`config.mk`:
```
export PLATFORM = sky130hd
export DESIGN_NAME = bnep_header_parser_core
export DESIGN_NICKNAME = d
export VERILOG_FILES = /design/src/design/bnephp_pkg.sv /design/src/design/bnephp_step.sv /design/src/design/bnep_header_parser_core.sv
export SDC_FILE = /design/constraint.sdc
export NUM_CORES = 1
export LEC_CHECK = 0
export BUFFER_PORTS_ARGS = -buffer_cell sky130_fd_sc_hd__buf_2
export CORE_UTILIZATION = 47
export CTS_CLUSTER_DIAMETER = 120
export DETAILED_ROUTE_END_ITERATION = 8
export SYNTH_ARGS = -nofsm -noshare
export SYNTH_HDL_FRONTEND = slang
export SYNTH_HIERARCHICAL = 1
export SYNTH_SLANG_ARGS = --single-unit
```
`constraint.sdc`:
```
create_clock -name clk -period 3.95 [get_ports clk]
set_input_delay 0.5925 -clock clk [delete_from_list [all_inputs] [get_ports clk]]
set_output_delay 0.5925 -clock clk [all_outputs]
set_load 0.01 [all_outputs]
```
`src/design/bnephp_pkg.sv`:
```
// shared types and constants for the bnep header parser
`timescale 1ns / 1ps

package bnephp_pkg;

  // field tags, also used as parser states
  typedef enum logic [4:0] {
    FIELD_TYPE       = 5'd0,
    FIELD_DST_MAC    = 5'd1,
    FIELD_SRC_MAC    = 5'd2,
    FIELD_ETHERTYPE  = 5'd3,
    FIELD_CTRL_TYPE  = 5'd4,
    FIELD_UNK_CTRL   = 5'd5,
    FIELD_UUID_SIZE  = 5'd6,
    FIELD_DST_UUID   = 5'd7,
    FIELD_SRC_UUID   = 5'd8,
    FIELD_RESPONSE   = 5'd9,
    FIELD_LIST_LEN   = 5'd10,
    FIELD_RANGE_LO   = 5'd11,
    FIELD_RANGE_HI   = 5'd12,
    FIELD_MCAST_LO   = 5'd13,
    FIELD_MCAST_HI   = 5'd14,
    FIELD_EXT_HDR    = 5'd15,
    FIELD_EXT_LEN    = 5'd16,
    FIELD_EXT_SKIP   = 5'd17,
    FIELD_PAYLOAD    = 5'd18
  } field_t;

  // bnep packet kinds
  localparam logic [6:0] KIND_GENERAL  = 7'h00;
  localparam logic [6:0] KIND_CONTROL  = 7'h01;
  localparam logic [6:0] KIND_SRC_ONLY = 7'h03;
  localparam logic [6:0] KIND_DST_ONLY = 7'h04;

  // control message types
  localparam logic [7:0] CTRL_NOT_UNDERSTOOD = 8'h00;
  localparam logic [7:0] CTRL_SETUP_REQ      = 8'h01;
  localparam logic [7:0] CTRL_SETUP_RSP      = 8'h02;
  localparam logic [7:0] CTRL_FILTER_NET_SET = 8'h03;
  localparam logic [7:0] CTRL_FILTER_NET_RSP = 8'h04;
  localparam logic [7:0] CTRL_FILTER_MC_SET  = 8'h05;
  localparam logic [7:0] CTRL_FILTER_MC_RSP  = 8'h06;

  localparam int unsigned EXT_BIT      = 7;
  localparam logic [6:0]  EXT_CONTROL  = 7'h00;
  localparam logic [15:0] MAC_LAST     = 16'd5;
  localparam logic [15:0] RANGE_PAIR   = 16'd4;
  localparam logic [15:0] MCAST_PAIR   = 16'd12;
  localparam logic [15:0] POS_MAX      = 16'hFFFF;

  typedef struct packed {
    field_t      parse_state;
    logic [15:0] field_position;
    logic [15:0] value_accumulator;
    logic [15:0] list_bytes_left;
    logic [7:0]  uuid_width;
    logic [6:0]  saved_kind;
    logic        extension_pending;
    logic        in_extension;
    logic [15:0] saved_ether_type;
    logic        source_group_flag;
    logic        top_extension;
    logic        list_long;
    logic        ext_control;
  } parse_ctx_t;

  localparam parse_ctx_t CTX_RESET = '{parse_state: FIELD_TYPE, default: '0};

  typedef struct packed {
    logic [7:0]  byte_out;
    logic [4:0]  field_code;
    logic [15:0] byte_in_field;
    logic [15:0] field_value;
    logic [6:0]  packet_kind;
    logic        has_extension;
    logic [15:0] ether_type;
    logic        group_source_warning;
    logic        header_truncated;
    logic        last_byte;
  } tag_result_t;

endpackage

```
`src/design/bnephp_step.sv`:
```
// per-byte parse step: next parser context and the tagged result
`timescale 1ns / 1ps

module bnephp_step (
  input  bnephp_pkg::parse_ctx_t  ctx,
  input  logic [7:0]              packet_byte,
  input  logic                    end_of_packet,
  output bnephp_pkg::parse_ctx_t  ctx_next,
  output bnephp_pkg::tag_result_t result
);

  bnephp_pkg::parse_ctx_t n;
  bnephp_pkg::field_t     cur;
  bnephp_pkg::field_t     nxt;
  bnephp_pkg::field_t     after_msg;
  logic                   done;
  logic [15:0]            val;
  logic [15:0]            range_left;
  logic [15:0]            mcast_left;
  logic [15:0]            skip_left;
  logic [16:0]            pos_plus;
  logic [6:0]             kind;

  assign val = (ctx.field_position == 16'd0) ? {8'd0, packet_byte}
                                             : {ctx.value_accumulator[7:0], packet_byte};
  assign after_msg = ctx.extension_pending ? bnephp_pkg::FIELD_EXT_HDR
                                           : bnephp_pkg::FIELD_PAYLOAD;
  assign range_left = (ctx.list_bytes_left > bnephp_pkg::RANGE_PAIR)
                      ? ctx.list_bytes_left - bnephp_pkg::RANGE_PAIR : 16'd0;
  assign mcast_left = (ctx.list_bytes_left > bnephp_pkg::MCAST_PAIR)
                      ? ctx.list_bytes_left - bnephp_pkg::MCAST_PAIR : 16'd0;
  assign skip_left  = (ctx.list_bytes_left != 16'd0) ? ctx.list_bytes_left - 16'd1 : 16'd0;
  assign pos_plus   = {1'b0, ctx.field_position} + 17'd1;
  assign kind       = packet_byte[6:0];

  always_comb begin
    n    = ctx;
    cur  = ctx.parse_state;
    nxt  = ctx.parse_state;
    done = 1'b0;
    unique case (ctx.parse_state)
      bnephp_pkg::FIELD_TYPE: begin
        n.saved_kind        = kind;
        n.top_extension     = packet_byte[bnephp_pkg::EXT_BIT];
        n.extension_pending = packet_byte[bnephp_pkg::EXT_BIT];
        n.saved_ether_type  = 16'd0;
        n.source_group_flag = 1'b0;
        done = 1'b1;
        if (kind == bnephp_pkg::KIND_GENERAL || kind == bnephp_pkg::KIND_DST_ONLY) begin
          nxt = bnephp_pkg::FIELD_DST_MAC;
        end else if (kind == bnephp_pkg::KIND_SRC_ONLY) begin
          nxt = bnephp_pkg::FIELD_SRC_MAC;
        end else if (kind == bnephp_pkg::KIND_CONTROL) begin
          nxt = bnephp_pkg::FIELD_CTRL_TYPE;
        end else begin
          nxt = bnephp_pkg::FIELD_ETHERTYPE;
        end
      end
      bnephp_pkg::FIELD_DST_MAC: begin
        if (ctx.field_position >= bnephp_pkg::MAC_LAST) begin
          done = 1'b1;
          nxt  = (ctx.saved_kind == bnephp_pkg::KIND_GENERAL) ? bnephp_pkg::FIELD_SRC_MAC
                                                              : bnephp_pkg::FIELD_ETHERTYPE;
        end
      end
      bnephp_pkg::FIELD_SRC_MAC: begin
        if (ctx.field_position == 16'd0 && packet_byte[0]) begin
          n.source_group_flag = 1'b1;
        end
        if (ctx.field_position >= bnephp_pkg::MAC_LAST) begin
          done = 1'b1;
          nxt  = bnephp_pkg::FIELD_ETHERTYPE;
        end
      end
      bnephp_pkg::FIELD_ETHERTYPE: begin
        if (ctx.field_position >= 16'd1) begin
          n.saved_ether_type = val;
          done = 1'b1;
          nxt  = after_msg;
        end
      end
      bnephp_pkg::FIELD_CTRL_TYPE: begin
        done = 1'b1;
        case (packet_byte)
          bnephp_pkg::CTRL_NOT_UNDERSTOOD: nxt = bnephp_pkg::FIELD_UNK_CTRL;
          bnephp_pkg::CTRL_SETUP_REQ:      nxt = bnephp_pkg::FIELD_UUID_SIZE;
          bnephp_pkg::CTRL_SETUP_RSP,
          bnephp_pkg::CTRL_FILTER_NET_RSP,
          bnephp_pkg::CTRL_FILTER_MC_RSP:  nxt = bnephp_pkg::FIELD_RESPONSE;
          bnephp_pkg::CTRL_FILTER_NET_SET,
          bnephp_pkg::CTRL_FILTER_MC_SET: begin
            n.list_long = (packet_byte == bnephp_pkg::CTRL_FILTER_MC_SET);
            nxt = bnephp_pkg::FIELD_LIST_LEN;
          end
          default: nxt = after_msg;
        endcase
      end
      bnephp_pkg::FIELD_UNK_CTRL: begin
        done = 1'b1;
        nxt  = after_msg;
      end
      bnephp_pkg::FIELD_UUID_SIZE: begin
        n.uuid_width = packet_byte;
        done = 1'b1;
        nxt  = (packet_byte == 8'd0) ? after_msg : bnephp_pkg::FIELD_DST_UUID;
      end
      bnephp_pkg::FIELD_DST_UUID: begin
        if (pos_plus >= {9'd0, ctx.uuid_width}) begin
          done = 1'b1;
          nxt  = bnephp_pkg::FIELD_SRC_UUID;
        end
      end
      bnephp_pkg::FIELD_SRC_UUID: begin
        if (pos_plus >= {9'd0, ctx.uuid_width}) begin
          done = 1'b1;
          nxt  = after_msg;
        end
      end
      bnephp_pkg::FIELD_RESPONSE: begin
        if (ctx.field_position >= 16'd1) begin
          done = 1'b1;
          nxt  = after_msg;
        end
      end
      bnephp_pkg::FIELD_LIST_LEN: begin
        if (ctx.field_position >= 16'd1) begin
          n.list_bytes_left = val;
          done = 1'b1;
          if (val == 16'd0) begin
            nxt = after_msg;
          end else begin
            nxt = ctx.list_long ? bnephp_pkg::FIELD_MCAST_LO : bnephp_pkg::FIELD_RANGE_LO;
          end
        end
      end
      bnephp_pkg::FIELD_RANGE_LO: begin
        if (ctx.field_position >= 16'd1) begin
          done = 1'b1;
          nxt  = bnephp_pkg::FIELD_RANGE_HI;
        end
      end
      bnephp_pkg::FIELD_RANGE_HI: begin
        if (ctx.field_position >= 16'd1) begin
          n.list_bytes_left = range_left;
          done = 1'b1;
          nxt  = (range_left != 16'd0) ? bnephp_pkg::FIELD_RANGE_LO : after_msg;
        end
      end
      bnephp_pkg::FIELD_MCAST_LO: begin
        if (ctx.field_position >= bnephp_pkg::MAC_LAST) begin
          done = 1'b1;
          nxt  = bnephp_pkg::FIELD_MCAST_HI;
        end
      end
      bnephp_pkg::FIELD_MCAST_HI: begin
        if (ctx.field_position >= bnephp_pkg::MAC_LAST) begin
          n.list_bytes_left = mcast_left;
          done = 1'b1;
          nxt  = (mcast_left != 16'd0) ? bnephp_pkg::FIELD_MCAST_LO : after_msg;
        end
      end
      bnephp_pkg::FIELD_EXT_HDR: begin
        n.extension_pending = packet_byte[bnephp_pkg::EXT_BIT];
        n.ext_control       = (kind == bnephp_pkg::EXT_CONTROL);
        n.in_extension      = 1'b1;
        done = 1'b1;
        nxt  = bnephp_pkg::FIELD_EXT_LEN;
      end
      bnephp_pkg::FIELD_EXT_LEN: begin
        n.list_bytes_left = {8'd0, packet_byte};
        done = 1'b1;
        if (ctx.ext_control) begin
          nxt = bnephp_pkg::FIELD_CTRL_TYPE;
        end else begin
          nxt = (packet_byte == 8'd0) ? after_msg : bnephp_pkg::FIELD_EXT_SKIP;
        end
      end
      bnephp_pkg::FIELD_EXT_SKIP: begin
        n.list_bytes_left = skip_left;
        if (skip_left == 16'd0) begin
          done = 1'b1;
          nxt  = after_msg;
        end
      end
      bnephp_pkg::FIELD_PAYLOAD: begin
        done = 1'b0;
      end
      default: begin
        cur  = bnephp_pkg::FIELD_PAYLOAD;
        done = 1'b1;
        nxt  = bnephp_pkg::FIELD_PAYLOAD;
      end
    endcase

    if (done) begin
      n.parse_state       = nxt;
      n.field_position    = 16'd0;
      n.value_accumulator = 16'd0;
    end else begin
      n.field_position    = (ctx.field_position == bnephp_pkg::POS_MAX)
                            ? ctx.field_position : pos_plus[15:0];
      n.value_accumulator = val;
    end

    result.byte_out             = packet_byte;
    result.field_code           = cur;
    result.byte_in_field        = ctx.field_position;
    result.field_value          = val;
    result.packet_kind          = n.saved_kind;
    result.has_extension        = n.top_extension;
    result.ether_type           = n.saved_ether_type;
    result.group_source_warning = n.source_group_flag;
    result.header_truncated     = end_of_packet && (n.parse_state != bnephp_pkg::FIELD_PAYLOAD);
    result.last_byte            = end_of_packet;

    ctx_next = end_of_packet ? bnephp_pkg::CTX_RESET : n;
  end

endmodule

```
`src/design/bnep_header_parser_core.sv`:
```
// top level of the bnep header parser: input register, parse step, result register
//
// usage: bytes of a bnep packet enter on packet_byte with end_of_packet high on
// the last byte, one transfer per byte under in_valid / in_stall. each byte
// leaves as one result transfer under out_valid / out_stall, tagged with its
// header field, its place in that field and the running big-endian value, along
// with packet kind, extension bit, captured ethertype and the two warnings.
// a result is registered once its byte has passed the input register and the
// parse step; throughput is one byte per cycle while the receiver does not
// stall. the parse step is a single pass of combinational logic between the
// input register and the result register, and it sets that rate.
// when the receiver stalls, the result register holds, then the input register
// fills and in_stall rises until the result is taken. an item's result and the
// next input transfer may happen in the same cycle.
// reset empties both registers and returns the parser to the type byte; the
// parser also returns there after every byte marked end_of_packet.
`timescale 1ns / 1ps

module bnep_header_parser_core (
  input  logic        clk,
  input  logic        rst,
  input  logic        in_valid,
  output logic        in_stall,
  input  logic [7:0]  packet_byte,
  input  logic        end_of_packet,
  output logic        out_valid,
  input  logic        out_stall,
  output logic [7:0]  byte_out,
  output logic [4:0]  field_code,
  output logic [15:0] byte_in_field,
  output logic [15:0] field_value,
  output logic [6:0]  packet_kind,
  output logic        has_extension,
  output logic [15:0] ether_type,
  output logic        group_source_warning,
  output logic        header_truncated,
  output logic        last_byte
);

  logic                      in_full;
  logic [7:0]                in_byte;
  logic                      in_eop;
  logic                      out_blocked;
  logic                      advance;
  bnephp_pkg::parse_ctx_t    ctx;
  bnephp_pkg::parse_ctx_t    ctx_next;
  bnephp_pkg::tag_result_t   step_result;
  bnephp_pkg::tag_result_t   result;

  assign out_blocked = out_valid && out_stall;
  assign advance     = in_full && !out_blocked;
  assign in_stall    = in_full && out_blocked;

  bnephp_step u_step (
    .ctx           (ctx),
    .packet_byte   (in_byte),
    .end_of_packet (in_eop),
    .ctx_next      (ctx_next),
    .result        (step_result)
  );

  always_ff @(posedge clk) begin
    if (rst) begin
      in_full   <= 1'b0;
      out_valid <= 1'b0;
      ctx       <= bnephp_pkg::CTX_RESET;
    end else begin
      if (in_valid && !in_stall) begin
        in_full <= 1'b1;
      end else if (advance) begin
        in_full <= 1'b0;
      end
      if (advance) begin
        out_valid <= 1'b1;
        ctx       <= ctx_next;
      end else if (!out_blocked) begin
        out_valid <= 1'b0;
      end
    end
  end

  // payload registers
  always_ff @(posedge clk) begin
    if (in_valid && !in_stall) begin
      in_byte <= packet_byte;
      in_eop  <= end_of_packet;
    end
    if (advance) begin
      result <= step_result;
    end
  end

  assign byte_out             = result.byte_out;
  assign field_code           = result.field_code;
  assign byte_in_field        = result.byte_in_field;
  assign field_value          = result.field_value;
  assign packet_kind          = result.packet_kind;
  assign has_extension        = result.has_extension;
  assign ether_type           = result.ether_type;
  assign group_source_warning = result.group_source_warning;
  assign header_truncated     = result.header_truncated;
  assign last_byte            = result.last_byte;

  a_trunc_on_last: assert property (@(posedge clk) disable iff (rst)
    out_valid && header_truncated |-> last_byte)
    else $error("truncation flag on a byte that is not the last");

  a_clear_after_eop: assert property (@(posedge clk) disable iff (rst)
    advance && in_eop |=> ctx.parse_state == bnephp_pkg::FIELD_TYPE
                          && ctx.field_position == 16'd0 && !ctx.extension_pending)
    else $error("parser not cleared after last byte");

  a_stall_only_full: assert property (@(posedge clk) disable iff (rst)
    in_stall |-> in_full && out_valid)
    else $error("input stalled with room to spare");

  a_type_pos_zero: assert property (@(posedge clk) disable iff (rst)
    out_valid && field_code == bnephp_pkg::FIELD_TYPE |-> byte_in_field == 16'd0)
    else $error("type byte tagged at nonzero position");

  a_result_follows_transfer: assert property (@(posedge clk) disable iff (rst)
    advance |=> out_valid)
    else $error("parsed byte produced no result");

endmodule
```
Word-level counts from Yosys, hierarchy flattened. Cells that the tools add are included.

Add/subtract/negate cells: 4. Magnitude comparators: 5. Multiplexer cells: 58. Eq/ne operators: 34. Reduce and logical (&&, ||, !) cells: 40.

Operator list (number): $mux 16 (9); $mux 5 (20); $mux 90 (1); $pmux 5 s18 (1); $pmux 16 s5 (1); $logic_not 16->1 (3); $reduce_bool 16->1 (3); $eq 5x4->1 const B (8); $mux 32 (1); $pmux 16 s2 (1); $eq 8x3->1 const B (3); $eq 5x3->1 const B (4); $pmux 5 s4 (1); $reduce_or 19->1 (1); $add 16x1->17 const B (1); $ge 17x8->1 (1); $eq 16x16->1 const B (1); $eq 8x2->1 const B (2); $ge 16x1->1 const B (1); $ge 16x3->1 const B (1); $gt 16x3->1 const B (1); $gt 16x4->1 const B (1); $mux 1 (16); $sub 16x1->16 const B (1); other kinds (32) (58).

Output and inout bits: 74. Input port bits: 13. Register bits after elaboration: 164. Word-level logic and storage cells: 167.

Depth between registers and ports, before layout.
Depth in word-level cells: 9. Gate-level depth with buffers: 18. Mapped depth without buffers: 16.

By module. Netlist, hierarchy kept.

Modules (own cells, without submodules): bnep_header_parser_core (times used 1, cells an instance 481, area an instance 6620.1 µm², seq. area each 4274.1 µm²); bnephp_step (times used 1, cells an instance 866, area an instance 5056.1 µm², seq. area each 0.0 µm²).

Worst setup path before layout. Ideal clock, no wire load.

Path kind: register -> register. Start point: register, netlist name ctx[69]. End point: register, netlist name ctx[81]. Buffers on the path: 1. Clock period less this slack: 3413 ps. Path slack: 537 ps. Required time: 3878 ps. Library setup time: 72 ps. Arrival time: 3341 ps. Cell stages (with the launch flop): 18. Cells stage by stage: dfxtp_1 -> ha_1 -> nand3_1 -> nor2_1 -> xnor2_1 -> inv_1 -> ha_1 -> a22oi_1 -> o211ai_1 -> a31oi_1 -> nand3_1 -> nor2_1 -> o221ai_1 -> or3_1 -> buf_6 -> a311oi_2 -> nand2b_1 -> mux2i_1.

==> tab_implementation.tex <==
\begin{tabular}{lr}
\hline
Metric & Value \\
\hline
\multicolumn{2}{l}{\textbf{Detailed routing}} \\
Number of antenna-violating nets in the routed design & 0 \\
First-pass iteration count of the detailed router & 5 \\
Iteration-0 DRC count of the detailed router & 931 \\
Final routed DRC violation total & 0 \\
Post-Route WL & 33300 um \\
Detailed-route vias per instance & 5.90 \\
Detailed-route wire length per cell & 20.0 um \\
Vias & 9828 \\
\multicolumn{2}{l}{\textbf{Setup path}} \\
Category of the worst setup path launch point & flip-flop \\
CP Class & reg2reg \\
Type of element capturing the critical path & flip-flop \\
Crit-path max FO & 7 \\
Required time of the critical path & 4320 ps \\
Data arrival, critical path & 3980 ps \\
\multicolumn{2}{l}{\textbf{Floorplanning}} \\
Die span in y & 157 um \\
Starting Density & 47.9\% \\
DIE WIDTH & 157 um \\
Number of standard-cell rows in the floorplan & 56 \\
Die Area & 24600 um\^{}2 \\
Area of the core & 23500 um\^{}2 \\
Number of primary I/O pins & 87 \\
\multicolumn{2}{l}{\textbf{CTS}} \\
CTS H-Tree Depth & 4 \\
Clk\_lat worst skew & 430 ps \\
TritonCTS clock tree & built \\
Number of setup buffers added after CTS & 0 \\
Worst-case clock buffer depth & 2 \\
Worst-path clk slew & 80 ps \\
Root Driver & sky130\_fd\_sc\_hd\_\_clkbuf\_16 \\
CTS Buf Count & 17 \\
Number of clock sinks & 164 \\
\multicolumn{2}{l}{\textbf{Run status}} \\
Outcome & completed \\
\multicolumn{2}{l}{\textbf{Layout}} \\
Multi-input combinational cell area & 6140 um\^{}2 \\
Layout cell share with drive strength beyond 1 & 16.5\% \\
Final instance area & 12300 um\^{}2 \\
Final Net Count & 1365 \\
Area added between synthesis and finish & 9.71\% \\
Fill cell count & 2176 \\
Area taken by flip-flops and latches & 4090 um\^{}2 \\
Filler-free cell count of the finished design & 1667 \\
Layout Utilization & 52.6\% \\
Number of antenna repair diodes & 0 \\
\multicolumn{2}{l}{\textbf{STA}} \\
Max-slew headroom at the worst pin & 28.4\% \\
Total of endpoints with negative setup slack in the final report & 0 \\
Fin Hold WS & 326 ps \\
Transition time at the pin with the least slew margin & 1070 ps \\
Number of max-slew violations in the final report & 0 \\
Peak Freq & 0.277 GHz \\
RSZ-0062 raised after global routing & no \\
PnR worst setup slack & 337 ps \\
Final cycle utilization of the critical path & 91.5\% \\
Final Hold Fails & 0 \\
Post-route clock skew & 11.9 ps \\
Shortest period the worst path allows & 3610 ps \\
Final-layout setup total negative slack & 0 ps \\
\multicolumn{2}{l}{\textbf{Global route}} \\
Total global-route track usage & 27.7\% \\
Wire length of the first global-routing pass & 51800 um \\
Global route total overflow & 0 \\
Initial antenna violation count & 0 \\
Vias in the first global route & 8928 \\
Largest net degree at the start of global routing & 95 \\
\multicolumn{2}{l}{\textbf{Place}} \\
Detailed placement HPWL & 23500 um \\
Total placed cells including tap cells & 1635 \\
Routability Congestion & 0.983 \\
Count of input and output buffers & 86 \\
Post-detailed-placement cell area & 11800 um\^{}2 \\
Worst-case setup slack after placement & 307 ps \\
\multicolumn{2}{l}{\textbf{Power and ir drop}} \\
Maximum resistive drop on vdd & 300 uV \\
Leakage power summed over all cells & 4.54 nW \\
Overall power & 3.87 mW \\
PwrDens & 313 nW/um\^{}2 \\
\multicolumn{2}{l}{\textbf{Worst hold path}} \\
Tightest Hold Check Type & in2reg \\
\multicolumn{2}{l}{\textbf{Logic synthesis}} \\
Yosys warnings & 6 \\
Cell area after technology mapping & 11300 um\^{}2 \\
Syn Nets & 1331 \\
Average footprint of a synthesized cell & 8.65 um\^{}2 \\
Synthesized instance count & 1301 \\
\multicolumn{2}{l}{\textbf{Job}} \\
Max capacitance violation total & 0 \\
\hline
\end{tabular}
## final timing paths
| kind | start | slack (ps) | cells after the start | endpoint |
|---|---|---|---|---|
| worst min register to register | ctx[13]$_SDFFE_PP0P_ | 480 | 2 | ctx[13]$_SDFFE_PP0P_ |
| worst min-delay path | packet_byte[0] | 330 | 1 | in_byte[0]$_DFFE_PP_ |
| worst max register to register | ctx[70]$_SDFFE_PP0P_ | 340 | 17 | ctx[84]$_SDFFE_PP0P_ |
| worst max-delay path | ctx[70]$_SDFFE_PP0P_ | 340 | 17 | ctx[84]$_SDFFE_PP0P_ |
## critical path, stage by stage, from the launching register on
cell	delay (ps)
sky130_fd_sc_hd__dfxtp_1	430
sky130_fd_sc_hd__ha_1	250
sky130_fd_sc_hd__nand3_2	170
sky130_fd_sc_hd__nor2_1	170
sky130_fd_sc_hd__xnor2_1	170
sky130_fd_sc_hd__inv_1	80
sky130_fd_sc_hd__ha_1	310
sky130_fd_sc_hd__a22oi_1	180
sky130_fd_sc_hd__o211ai_1	120
sky130_fd_sc_hd__a31oi_1	180
sky130_fd_sc_hd__nand3_1	130
sky130_fd_sc_hd__nor2_1	160
sky130_fd_sc_hd__o221ai_1	150
sky130_fd_sc_hd__or3_1	450
sky130_fd_sc_hd__buf_4	230
sky130_fd_sc_hd__a211oi_1	180
sky130_fd_sc_hd__nand2b_1	80
sky130_fd_sc_hd__mux2i_1	120
## metal layers
layer / global-route usage [%] / share of wire, % / up-vias
met4: 10.8 / 2.7 / 0
met3: 4.24 / 6.7 / 55
met2: 41.9 / 44 / 414
li1: - / - / 4659
met5: 0 / 0 / -
met1: 39.2 / 47 / 4700
## cells in the final DEF (no fill, tap or decap), types with 12 or more instances in the layout
cell                        count
sky130_fd_sc_hd__mux2i_1       84
sky130_fd_sc_hd__nand2b_1     167
sky130_fd_sc_hd__a21oi_2       13
sky130_fd_sc_hd__nor2_1        87
sky130_fd_sc_hd__nand4_1       16
sky130_fd_sc_hd__buf_4         65
sky130_fd_sc_hd__a21oi_1       67
sky130_fd_sc_hd__nor4_1        18
sky130_fd_sc_hd__nand2_1       99
sky130_fd_sc_hd__dfxtp_1       83
sky130_fd_sc_hd__o21ai_0       53
sky130_fd_sc_hd__edfxtp_1      81
sky130_fd_sc_hd__nand3_1       32
sky130_fd_sc_hd__ha_1          17
sky130_fd_sc_hd__and2_1        32
sky130_fd_sc_hd__buf_2         85
sky130_fd_sc_hd__a22o_1        21
sky130_fd_sc_hd__xnor2_1       19
sky130_fd_sc_hd__inv_1         47
sky130_fd_sc_hd__a31oi_1       14
sky130_fd_sc_hd__nor3_1        33
sky130_fd_sc_hd__clkbuf_16     17
sky130_fd_sc_hd__o22ai_1       12
## repair_timing
| action | in CTS | in global routing |
|---|---|---|
| hold buffers | 0 | 0 |
| gates resized for setup | 0 | 1 |
| setup endpoints to repair | 0 | 1 |
## power by group
group          switching (mW)  internal (mW)  leakage (nW)
logic                   0.217          0.128          2.82
clock network           0.820          0.849         0.284
registers              0.0238           1.83          1.43
total                    1.06           2.81          4.54
## area by class of cell
class | instances | area share, %
multi-input combinational | 951 | 49.7
inverter | 49 | 1.49
tap | 319 | 3.23
sequential | 164 | 33.2
clock inverter | 15 | 1.26
timing repair buffer | 152 | 7.72
clock buffer | 17 | 3.45
## sequential cells by signal, indices dropped and copies added, names as in the netlist
signal / flops
byte_in_field: 16
byte_out: 8
ctx: 81
ether_type: 16
field_code: 5
field_value: 16
group_source_warning: 1
has_extension: 1
header_truncated: 1
in_byte: 8
in_eop: 1
in_full: 1
last_byte: 1
out_valid: 1
packet_kind: 7
No activity file was read; power rests on OpenSTA's default activity.
